`config.mk`:
```
export PLATFORM = sky130hd
export DESIGN_NAME = pgs_ram
export DESIGN_NICKNAME = d
export VERILOG_FILES = /design/src/hw/rtl/pgs_ram.sv
export SDC_FILE = /design/constraint.sdc
export NUM_CORES = 2
export LEC_CHECK = 0
export BUFFER_PORTS_ARGS = -buffer_cell sky130_fd_sc_hd__buf_2
export CORE_UTILIZATION = 55
export DETAILED_ROUTE_END_ITERATION = 10
export PLACE_DENSITY = 0.71
export SETUP_SLACK_MARGIN = 0.5
export SLEW_MARGIN = 20
export SYNTH_ARGS = -nofsm -noshare
export SYNTH_HDL_FRONTEND = slang
export SYNTH_SLANG_ARGS = --single-unit
```
`constraint.sdc`:
```
create_clock -name clk_i -period 9.5 [get_ports clk_i]
set_input_delay 2.375 -clock clk_i [delete_from_list [all_inputs] [get_ports clk_i]]
set_output_delay 2.375 -clock clk_i [all_outputs]
set_load 0.005 [all_outputs]
```
`src/hw/rtl/pgs_ram.sv`:
```
// Simple dual-port RAM with registered read data.
`timescale 1ns / 1ps
`default_nettype none
module pgs_ram #(
  parameter int unsigned WIDTH = 64,
  parameter int unsigned DEPTH = 64
) (
  input  wire logic                     clk_i,
  input  wire logic                     we_i,
  input  wire logic [$clog2(DEPTH)-1:0] waddr_i,
  input  wire logic [WIDTH-1:0]         wdata_i,
  input  wire logic                     re_i,
  input  wire logic [$clog2(DEPTH)-1:0] raddr_i,
  output logic      [WIDTH-1:0]         rdata_o
);

  logic [WIDTH-1:0] mem [DEPTH];

  always_ff @(posedge clk_i) begin
    if (we_i) begin
      mem[waddr_i] <= wdata_i;
    end
  end

  // Hold read data when no read is issued.
  always_ff @(posedge clk_i) begin
    if (re_i) begin
      rdata_o <= mem[raddr_i];
    end
  end

endmodule
`default_nettype wire

```
After elaboration in Yosys (flattened, before gate mapping)
Memory sizes are Yosys's and may differ from the RTL's. A register that Yosys moved wholly into a read port is not among the register bits.
Cells that the tools add are included.
{"block": "op_classes", "n_mux": 2}
{"cell": "$mux W1", "count": 2}
{"block": "totals", "memories": 1, "out_inout_bits": 64, "regBits": 0, "mem_bits_rw": 4096, "word_cells": 3}
{"name": "mem", "depth": 64, "word_bits": 64, "rd": 1, "rd_ports_with_merged_regs": 1, "wr": 1, "line": "17", "source": "logic [WIDTH-1:0] mem [DEPTH];"}

Depth between registers and ports, before layout
{"block": "logic_depth", "ltp_word": 2, "mapped_depth": 9, "depth_no_buf": 5}

Worst setup path after synthesis
OpenSTA, ideal clock, no wires.
{"block": "synth_path", "path_type": "input-to-reg", "from": "input port waddr_i[3]", "to": "memory mem[48][0] (enable)", "path_slack_ns": 1.689, "t_arrival_ns": 7.247, "path_stages": 4, "path_cell_list": "clkbuf_1 -> nor2b_1 -> nand4b_1 -> nor3_1"}
{"element": "from (decl)", "line": "10", "source": "input wire logic [$clog2(DEPTH)-1:0] waddr_i,"}
{"element": "to (decl)", "line": "17"}
Straight into the memory's write port.

==> results.py <==
metrics = {
    "place": {
        "io_buffers": 142,
        "routabilityCongestion": 0.802,
        "preCtsSetupSlack_ps": 3500,
        "dpl.hpwl_um": 215000,
        "placedCellCount": 10298,
    },
    "synth": {
        "ys_ff_latch": 4160,
        "avgSynthCellArea_um2": 23.8,
        "synth_cell_types": 32,
        "yosysWarnings": 0,
        "synth-seq-area-share_pct": 79.6,
        "synthesis.nets": 6677,
        "synth_area_um2": 157000,
        "synth_top_area_cell": "edfxtp_1",
        "synth_area_leaders": "edfxtp_1 (80%), mux4_2 (15%), mux2i_1 (0.86%)",
        "yosysTopAreaCellShare_pct": 79.6,
        "syn_inst": 6598,
    },
    "status": {
        "status": "completed",
    },
    "final_layout": {
        "syn2layout_area_growth_pct": 12.1,
        "layoutNonFillerInstCount": 11032,
        "nFillCells": 18501,
        "nets": 7032,
        "multi_input_area_um2": 30800,
        "layout-drive-gt1-share_pct": 27.8,
        "finish.utilization_pct": 62.2,
        "ff_latch_area_um2": 125000,
    },
    "worst_setup_path": {
        "start_kind": "primary input",
        "endpoint_kind": "flop",
        "r2r-start": "mem[10][12]",
        "crit_required_ps": 10160,
        "cp_data_arrival_time_ps": 5740,
        "crit_fanout": 74,
        "crit_type": "primary input to flop",
        "startpoint": "raddr_i[0]",
    },
    "hold_path": {
        "min-delay-path-class": "flop to flop",
        "min_from": "mem[47][42]",
    },
    "grt": {
        "grt_max_degree": 134,
        "globalRouteTotalUtil_pct": 29.5,
        "grt_pass1_wl_um": 586000,
        "overflow": 0,
        "grt_pass1_vias": 76127,
        "antenna_found_initial": 20,
    },
    "detailed_routing": {
        "wl_met1_um": 149000,
        "wl_um": 419000,
        "met2_wirelength_um": 204000,
        "drt-vias-per-instance": 6.93,
        "ant_nets": 0,
        "route.detailed.drc": 0,
        "dr.first_iter.drc_count": 11973,
        "post_drt_wl_per_cell_um": 38.0,
        "vias": 76498,
        "route.met3.wl_um": 48700,
        "firstDrtPassIters": 5,
        "highest_layer": "met5",
    },
    "sta": {
        "finalWorstSetupSlack_ps": 4420,
        "skew_ps": 44.8,
        "rsz0062_at_grt": "false",
        "worst_slew_pin_slew_ps": 1230,
        "finalSetupViolCount": 0,
        "max_slew_margin_pct": 17.9,
        "final.min_clock_period_ps": 5080,
        "holdWs_ps": 928,
        "hold_viol": 0,
        "finalSetupTns_ps": 0,
        "clock.fmax_ghz": 0.197,
        "finalCritPeriodShare_pct": 53.4,
        "slew_violations": 0,
    },
    "cts": {
        "htreeDepth": 5,
        "clk_pin_slew_ps": 60,
        "clock_sinks": 4160,
        "clkLatencyLatePin_ps": 920,
        "cts_setup_buffers": 0,
        "holdBufCountCts": 0,
        "clk_root_buffer_cell": "clkbuf_16",
        "tritoncts": "yes",
        "post_cts_resized": 0,
        "cts_max_path_buffers": 4,
        "cts_made_buffers": 394,
    },
    "pwr": {
        "p_leak_nw": 54.7,
        "p_per_area_nw_per_um2": 216,
        "ir_worst_vdd_uv": 271,
    },
    "die": {
        "die_w_um": 536,
        "initial_utilization_pct": 55.5,
        "rows": 195,
        "ios": 143,
        "core_area_um2": 283000,
        "die_h_um": 536,
        "die_area_um2": 288000,
    },
    "run": {
        "max-cap-violations": 0,
    },
}
[kinds of logic (layout without fill, tap and decap cells)]
logic type / count (synthesis) / after routing / synth area share (%)
AOI/OAI and AO/OA: 504 / 504 / 2.47
buffers and inverters: 389 / 1066 / 1.18
DFF: 4160 / 4160 / 79.6
muxes: 1159 / 1159 / 15.6
other: 0 / 14 / 0
and+or+nand+nor: 386 / 386 / 1.23
[report_power, final]
group	total, mW	switching [mW]	internal (mW)
clock	15.8	6.69	9.15
combinational	1.70	1.08	0.617
sequential	20.4	0.0687	20.4
total	38.0	7.84	30.1
[metrics by stage]
step,instance area [um2],total power [mW]
6_report,176000,38.0
5_1_grt,176000,38.8
4_1_cts,176000,38.1
3_5_place_dp,163000,22.5
3_3_place_gp,163000,22.5
2_1_floorplan,157000,21.7
[cell usage in the layout, fill, tap and decap left out, types with 14 or more instances in the layout]
| master | count |
|---|---|
| nor2_1 | 47 |
| nand2_1 | 55 |
| a22o_1 | 88 |
| and3_1 | 64 |
| bufinv_16 | 51 |
| o22ai_1 | 83 |
| clkbuf_1 | 82 |
| edfxtp_1 | 4160 |
| clkinv_2 | 76 |
| inv_1 | 19 |
| mux4_2 | 1024 |
| or3_1 | 29 |
| nor2b_1 | 24 |
| clkbuf_16 | 402 |
| clkinv_1 | 76 |
| buf_12 | 32 |
| diode_2 | 14 |
| a31oi_1 | 18 |
| a41oi_1 | 26 |
| or2_2 | 28 |
| nand3_1 | 45 |
| a211oi_1 | 63 |
| buf_4 | 177 |
| buf_2 | 114 |
| a2bb2oi_1 | 19 |
| a22oi_1 | 168 |
| nor2_4 | 65 |
| mux2i_1 | 135 |
| o221ai_1 | 38 |
[layout make-up]
| class | count | area share, % |
|---|---|---|
| Inverter | 19 | 0.0405 |
| Clock buffer | 484 | 5.89 |
| Sequential cell | 4160 | 71.0 |
| Multi-Input combinational cell | 2049 | 17.5 |
| Timing Repair Buffer | 329 | 1.51 |
| Tap cell | 3743 | 2.66 |
| Clock inverter | 234 | 1.43 |
| Antenna cell | 14 | 0.0199 |
[worst paths after layout]
kind,to,slack (ps),cells after the start
worst max-delay path,rdata_o[14],4420,7
worst min-delay path,rdata_o[42],930,4
worst max register to register,rdata_o[12],6940,5
worst min register to register,rdata_o[42],930,4
[metal layers]
layer,vias up,track usage [%]
met1,41034,40.7
met4,20,10.4
met3,875,5.69
met5,-,0
met2,5318,47.5
li1,29251,-
[state kept, by name, indices dropped and copies added (netlist names)]
name     flops
mem       4096
rdata_o     64
[worst max-delay path, cell delays in order]
cell,delay (ps)
buf_12,430
buf_12,460
buf_4,510
mux4_2,560
o221ai_1,480
o22ai_1,300
and3_1,220
[synthesized netlist by cell type]
cell          n
edfxtp_1   4160
mux4_2     1024
buf_2       170
a22oi_1     168
clkbuf_1    140
mux2i_1     135
nor2_1      112
a22o_1       88
o22ai_1      83
and3_1       64
a211oi_1     63
nand2_1      58
nand3_1      45
o221ai_1     38
buf_4        34
or3_1        29
nor2b_1      28
or2_2        28
a41oi_1      26
buf_1        20
a2bb2oi_1    19
inv_1        19
a31oi_1      18
nand2b_1     11
buf_6         6
and2_1        3
nand3b_1      2
nand4_1       2
nor3_1        2
a31o_1        1
nand4b_1      1
or3b_2        1
No activity file was read; power rests on OpenSTA's default activity.
