===== config.mk =====
export PLATFORM = sky130hd
export DESIGN_NAME = pgs_alu
export DESIGN_NICKNAME = d
export VERILOG_FILES = /design/src/hw/rtl/pgs_pkg.sv /design/src/hw/rtl/pgs_alu.sv
export SDC_FILE = /design/constraint.sdc
export NUM_CORES = 2
export LEC_CHECK = 0
export BUFFER_PORTS_ARGS = -buffer_cell sky130_fd_sc_hd__buf_2
export CAP_MARGIN = 20
export CELL_PAD_IN_SITES_DETAIL_PLACEMENT = 1
export CELL_PAD_IN_SITES_GLOBAL_PLACEMENT = 2
export CORE_ASPECT_RATIO = 1.25
export CORE_MARGIN = 3
export CORE_UTILIZATION = 35
export DETAILED_ROUTE_END_ITERATION = 10
export GPL_TIMING_DRIVEN = 1
export PLACE_DENSITY = 0.75
export SYNTH_ARGS = -nofsm -noshare
export SYNTH_HDL_FRONTEND = slang
export SYNTH_SLANG_ARGS = --single-unit

===== constraint.sdc =====
create_clock -name clk_i -period 7.75 [get_ports clk_i]
set_input_delay 0.3875 -clock clk_i [delete_from_list [all_inputs] [get_ports clk_i]]
set_output_delay 0.3875 -clock clk_i [all_outputs]
set_load 0.02 [all_outputs]

===== src/hw/rtl/pgs_pkg.sv =====
// Shared types and constants of the path gradient smoother.
`timescale 1ns / 1ps
`default_nettype none
package pgs_pkg;

  localparam int unsigned COORD_W  = 32;
  localparam int unsigned WEIGHT_W = 16;
  localparam int unsigned TOL_W    = 32;
  localparam int unsigned CHANGE_W = 40;
  localparam int unsigned CFG_W    = 32;
  localparam int unsigned CIDX_W   = 2;

  localparam logic [WEIGHT_W-1:0] WEIGHT_DATA_RST   = 16'd32768;
  localparam logic [WEIGHT_W-1:0] WEIGHT_SMOOTH_RST = 16'd6554;
  localparam logic [TOL_W-1:0]    TOLERANCE_RST     = 32'd1;

  typedef enum logic [CIDX_W-1:0] {
    REG_WEIGHT_DATA   = 2'd0,
    REG_WEIGHT_SMOOTH = 2'd1,
    REG_TOLERANCE     = 2'd2
  } reg_idx_e;

  typedef enum logic [3:0] {
    S_LOAD,
    S_RD_L,
    S_RD_C,
    S_RD_R,
    S_LATCH,
    S_ISSUE,
    S_WAIT,
    S_ABS,
    S_WR,
    S_CHK,
    S_OUT_RD,
    S_OUT
  } state_e;

  // One weighted step: result = sat(base + round((a + b - 2c) * w / 2^16))
  typedef struct packed {
    logic [COORD_W-1:0]  a;
    logic [COORD_W-1:0]  b;
    logic [COORD_W-1:0]  c;
    logic [COORD_W-1:0]  base;
    logic [WEIGHT_W-1:0] w;
  } alu_op_t;

endpackage
`default_nettype wire


===== src/hw/rtl/pgs_alu.sv =====
// Shared three-stage weighted-step unit: difference, multiply, round and saturate.
`timescale 1ns / 1ps
`default_nettype none
module pgs_alu (
  input  wire logic                             clk_i,
  input  wire logic                             rst_ni,
  input  wire logic                             issue_i,
  input  wire pgs_pkg::alu_op_t                 op_i,
  output logic                                  done_o,
  output logic      [pgs_pkg::COORD_W-1:0]      res_o
);
  import pgs_pkg::*;

  localparam int unsigned DIFF_W = COORD_W + 2;
  localparam int unsigned PROD_W = DIFF_W + WEIGHT_W + 1;
  localparam int unsigned STEP_W = PROD_W - WEIGHT_W;
  localparam int unsigned SUM_W  = STEP_W + 1;

  logic v1_q, v2_q, v3_q;
  logic signed [DIFF_W-1:0] diff_d, diff_q;
  logic [WEIGHT_W-1:0]      w_q;
  logic [COORD_W-1:0]       base1_q, base2_q;
  logic signed [PROD_W-1:0] prod_q, rnd;
  logic signed [STEP_W-1:0] step;
  logic signed [SUM_W-1:0]  sum;
  logic [COORD_W-1:0]       res_q;

  assign diff_d = $signed({{2{op_i.a[COORD_W-1]}}, op_i.a})
                + $signed({{2{op_i.b[COORD_W-1]}}, op_i.b})
                - $signed({op_i.c[COORD_W-1], op_i.c, 1'b0});

  // Round half up, then floor shift.
  assign rnd  = prod_q + $signed(PROD_W'(32768));
  assign step = rnd[PROD_W-1:WEIGHT_W];
  assign sum  = $signed({{(SUM_W-COORD_W){base2_q[COORD_W-1]}}, base2_q})
              + $signed({step[STEP_W-1], step});

  always_ff @(posedge clk_i or negedge rst_ni) begin
    if (!rst_ni) begin
      v1_q <= 1'b0;
      v2_q <= 1'b0;
      v3_q <= 1'b0;
    end else begin
      v1_q <= issue_i;
      v2_q <= v1_q;
      v3_q <= v2_q;
    end
  end

  always_ff @(posedge clk_i) begin
    if (issue_i) begin
      diff_q  <= diff_d;
      w_q     <= op_i.w;
      base1_q <= op_i.base;
    end
    if (v1_q) begin
      prod_q  <= diff_q * $signed({1'b0, w_q});
      base2_q <= base1_q;
    end
    if (v2_q) begin
      if (sum > $signed(SUM_W'(32'h7FFF_FFFF))) begin
        res_q <= 32'h7FFF_FFFF;
      end else if (sum < -$signed(SUM_W'(33'h0_8000_0000))) begin
        res_q <= 32'h8000_0000;
      end else begin
        res_q <= sum[COORD_W-1:0];
      end
    end
  end

  assign done_o = v3_q;
  assign res_o  = res_q;

endmodule
`default_nettype wire


After elaboration in Yosys (flattened, before gate mapping)
Cells that the tools add are included.
- input bits: 147
- output and inout port bits: 33
- bits in registers: 200
- add/subtract/negate cells: 4
- $lt $le $gt $ge: 2
- $mul: 1
- multiplexer cells: 1
- operators by type and width (cell ; count):
    $add 51x17->51 const B ; 1
    $mul 34x17->51 ; 1
    $add 32x35->36 ; 1
    $gt 36x32->1 const B ; 1
    $lt 36x32->1 const B ; 1
    $sub 33x33->34 ; 1
    $add 32x32->33 ; 1
    $mux 32 ; 1

Depth between registers and ports, before layout
- depth after elaboration: 4
- mapped depth: 25
- mapped depth without buffers: 23

Least setup slack after synthesis
Ideal clock, no wire load.
- path type: reg-to-reg
- from: register w_q[8]
- to: register prod_q[48], data pin
- data arrival time: 6109 ps
- path slack: 1381 ps
- stages on the path, launching flop included: 25
- clock period less this slack: 6369 ps
- required time: 7490 ps
- cell sequence: edfxtp_1 -> clkbuf_1 -> clkbuf_1 -> nand2_1 -> fa_1 -> inv_1 -> fa_1 -> inv_1 -> fa_1 -> inv_1 -> fa_1 -> fa_1 -> inv_1 -> fa_1 -> inv_1 -> ha_1 -> a21oi_1 -> o21ai_0 -> a21o_1 -> a31o_4 -> a31o_4 -> a211o_1 -> a41o_1 -> a221oi_2 -> xnor2_1
- longest elaborated chain between the ends: 1
- RTL lines (item ; RTL line ; RTL):
    from (decl) ; pgs_alu.sv:21 ; logic [WEIGHT_W-1:0] w_q;
    from (signal assigned) ; pgs_alu.sv:53 ; w_q <= op_i.w;
    $mul 34x17->51 ; pgs_alu.sv:57 ; prod_q <= diff_q * $signed({1'b0, w_q});
    to (signal assigned) ; pgs_alu.sv:57 ;
    to (decl) ; pgs_alu.sv:23 ; logic signed [PROD_W-1:0] prod_q, rnd;
Every way passes these cells.
A chain may end at the register's enable or synchronous reset.

Final worst setup path
- from: register w_q[8]
- to: register prod_q[45], data pin
Same word-level chain as after synthesis.

==> impl_metrics.csv <==
group,metric,value,unit
global_route,grt_util_met3,2.61,%
floorplan,fp.dieW,266,µm
layout,layout-drive-gt1-share,8.71,%
worst_setup_path,reg2reg_slack,0.40,ns
layout,multi_input_area,0.0207,mm²
worst_setup_path,crit_path_end,"prod_q[45]",
timing,relSlewSlack,30.2,%
worst_setup_path,r2r-start,"w_q[8]",
clocking,insertion_delay,0.50,ns
floorplan,start_util,35.4,%
timing,fmaxAchievable,136,MHz
clocking,cts_tree,"yes",
worst_setup_path,critPathArrivalTime,7.60,ns
timing,tns,0,ns
logic_synthesis,syn_nets,3956,
logic_synthesis,synth-seq-area-share,18.8,%
logic_synthesis,syn_area_per_cell,9.59,µm²
clocking,path_clk_slew,0.08,ns
global_route,grt_use_met1,23.7,%
routing,num_vias,20900,
global_route,grt_pass1_wl,132000,µm
global_route,antenna_found_initial,2,
logic_synthesis,yosys.area.top_type_share,37.2,%
logic_synthesis,synth_top_area_cell,"fa_1",
routing,wire_per_inst,19.1,µm
worst_setup_path,r2r_cells,21,
clocking,post_cts_buffers,0,
timing,fin_crit,7.35,ns
floorplan,boundaryPins,180,
placement,gp_congestion,0.862,
logic_synthesis,synth_area,0.0295,mm²
global_route,grt_pass1_vias,24400,
global_route,met2_usage,35.5,%
logic_synthesis,ys_seq_elements,185,
logic_synthesis,synth_ff_type,"edfxtp_1",
routing,drt-total-wl,82300,µm
global_route,gr-max-usage-layer,"met2",
timing,fin_skew,0.0196,ns
logic_synthesis,synth_edf_count,182,
worst_setup_path,crit_start,"w_q[8]",
global_route,grt_use_total,19.4,%
clocking,cts-buffers-inserted,17,
logic_synthesis,ys_async_sr_fraction,1.62,%
logic_synthesis,synthTopCellsByCount,"749 x inv_1, 548 x fa_1, 415 x nand2_1",
run,drv_cap,0,
layout,areaGrowthSynthToFinish,9.86,%
worst_setup_path,crit_fanout,24,
floorplan,core,0.0831,mm²
placement,hpwl,67500,µm
worst_setup_path,r2r_end,"prod_q[45]",
placement,io_buffers,179,
logic_synthesis,syn_inst,3073,
worst_setup_path,start_kind,"register",
worst_setup_path,worst_setup_path_end_kind,"register",
global_route,grt-ovfl-total,0,
worst_setup_path,required,8.00,ns
clocking,clockBufferDepth,2,
layout,nets,4097,
global_route,grt_max_degree,70,
status,status,"finished, final reports clean",
routing,first_pass_iters,5,
timing,fin_crit_sh,94.9,%
timing,layout_setup_ws,0.396,ns
routing,vias_per_cell,4.86,
hold_path,hp-class,"primary input to register",
logic_synthesis,yosys-top-cells-area,"fa_1 37%, edfxtp_1 19%, inv_1 9.5%",
timing,final_max_slew_viol_count,0,
clocking,h-tree-depth,4,
logic_synthesis,ys_types,68,
clocking,cts_root_buf,"clkbuf_16",
routing,drc,0,
timing,hold_violations,0,
timing,worst_pin_slew,1.05,ns
timing,setup_viol,0,
logic_synthesis,yosysWarnings,0,
floorplan,dieArea,0.0877,mm²
floorplan,die_h,330,µm
routing,drtIter0Drc,959,
layout,seqCellArea,0.00554,mm²
logic_synthesis,yosysMostFrequentCell,"inv_1",
clocking,cts_sinks,185,
timing,rsz0062_at_grt,"no",
floorplan,num_rows,118,
placement,place_ws,0.440,ns
routing,antenna_left,0,
layout,fill_cells,9532,
worst_setup_path,critPathKind,"register to register",
## stage by stage
step / utilization, % / std cells / hold slack, ns / cell area (µm²)
after detailed placement: 38.2 / 4273 / 0.189 / 31700
after floorplan: - / 3073 / 0.0919 / 29500
after CTS: 38.9 / 4306 / 0.00678 / 32400
after global placement: 38.2 / 4273 / 0.185 / 31700
final: 38.9 / 4309 / 0.0581 / 32400
after global routing: 38.9 / 4308 / 0.0263 / 32400
## flip-flops by register name (all words and copies together) (netlist names)
signal   cells
v2_q         1
v1_q         1
base1_q     32
w_q         16
prod_q      36
done_o       1
base2_q     32
res_o       32
diff_q      34
## worst min path at each step
stage          startpoint  endpoint  cells after the start
2_1_floorplan      rst_ni    done_o                      0
3_3_place_gp       rst_ni      v2_q                      1
3_5_place_dp       rst_ni      v2_q                      1
4_1_cts           op_i[0]    w_q[0]                      1
5_1_grt          op_i[13]   w_q[13]                      1
6_report          op_i[0]    w_q[0]                      1
## layer usage
layer	vias to the layer above	part of all wire (%)	wire length [µm]
met5	-	0.0085	7
met3	109	3.4	2840
met4	2	2.8	2330
li1	9666	-	-
met1	10800	42	34800
met2	377	51	42300
## placed cells by master, fill, tap and decap left out, drive strengths merged, types with 5 or more instances in the layout
master / n
o21bai: 13
a31o: 5
a21o: 78
xnor2: 86
xor2: 47
nand4: 15
ha: 188
nand2b: 13
and4: 6
a211oi: 14
fa: 548
nand3: 27
a31oi: 8
and3: 32
a2111oi: 5
o31ai: 7
o211ai: 5
clkbuf: 19
o21ai: 55
inv: 756
a21oi: 100
buf: 227
nor4: 7
and2: 205
nor2b: 10
nand2: 415
nor3: 17
nor3b: 5
nor2: 68
edfxtp: 182
o21a: 11
## timing repair
item,in CTS,in global routing
hold buffers,1,0
gates resized for setup,0,0
hold endpoints to repair,3,0
endpoints found under the setup margin,0,0
## logic make-up after synthesis
logic type | synth area share (%)
buf+inv | 10.9
fa+ha+maj | 45.2
compound gates | 7.62
simple gates | 13.5
mux | 0.0340
flops | 18.8
xor+xnor | 3.95
## worst max-delay path: stages, from the launching register on
cell       delay [ns]
edfxtp_1         1.05
nand2_1          0.22
fa_1             0.58
inv_1            0.05
fa_1             0.49
fa_1             0.61
fa_1             0.46
fa_1             0.51
inv_1            0.06
fa_1             0.55
inv_1            0.07
ha_1             0.37
a21oi_1          0.17
o21ai_0          0.16
a221oi_1         0.36
o21ai_0          0.12
and2_1           0.17
a2111oi_0        0.42
buf_4            0.19
o21ai_0          0.19
a21oi_1          0.24
xnor2_1          0.08
## final cells by class
cell class                      instances  area share [%]
Tap cell                             1080            4.17
Antenna cell                            2          0.0155
Multi-Input combinational cell       2033            64.0
Clock buffer                           19            1.37
Timing Repair Buffer                  228            4.10
Sequential cell                       185            17.1
Inverter                              749            8.68
Clock inverter                         13           0.533
Power is not shown: default switching activity piles up to over one toggle a cycle in this logic, so the estimate is an artifact.
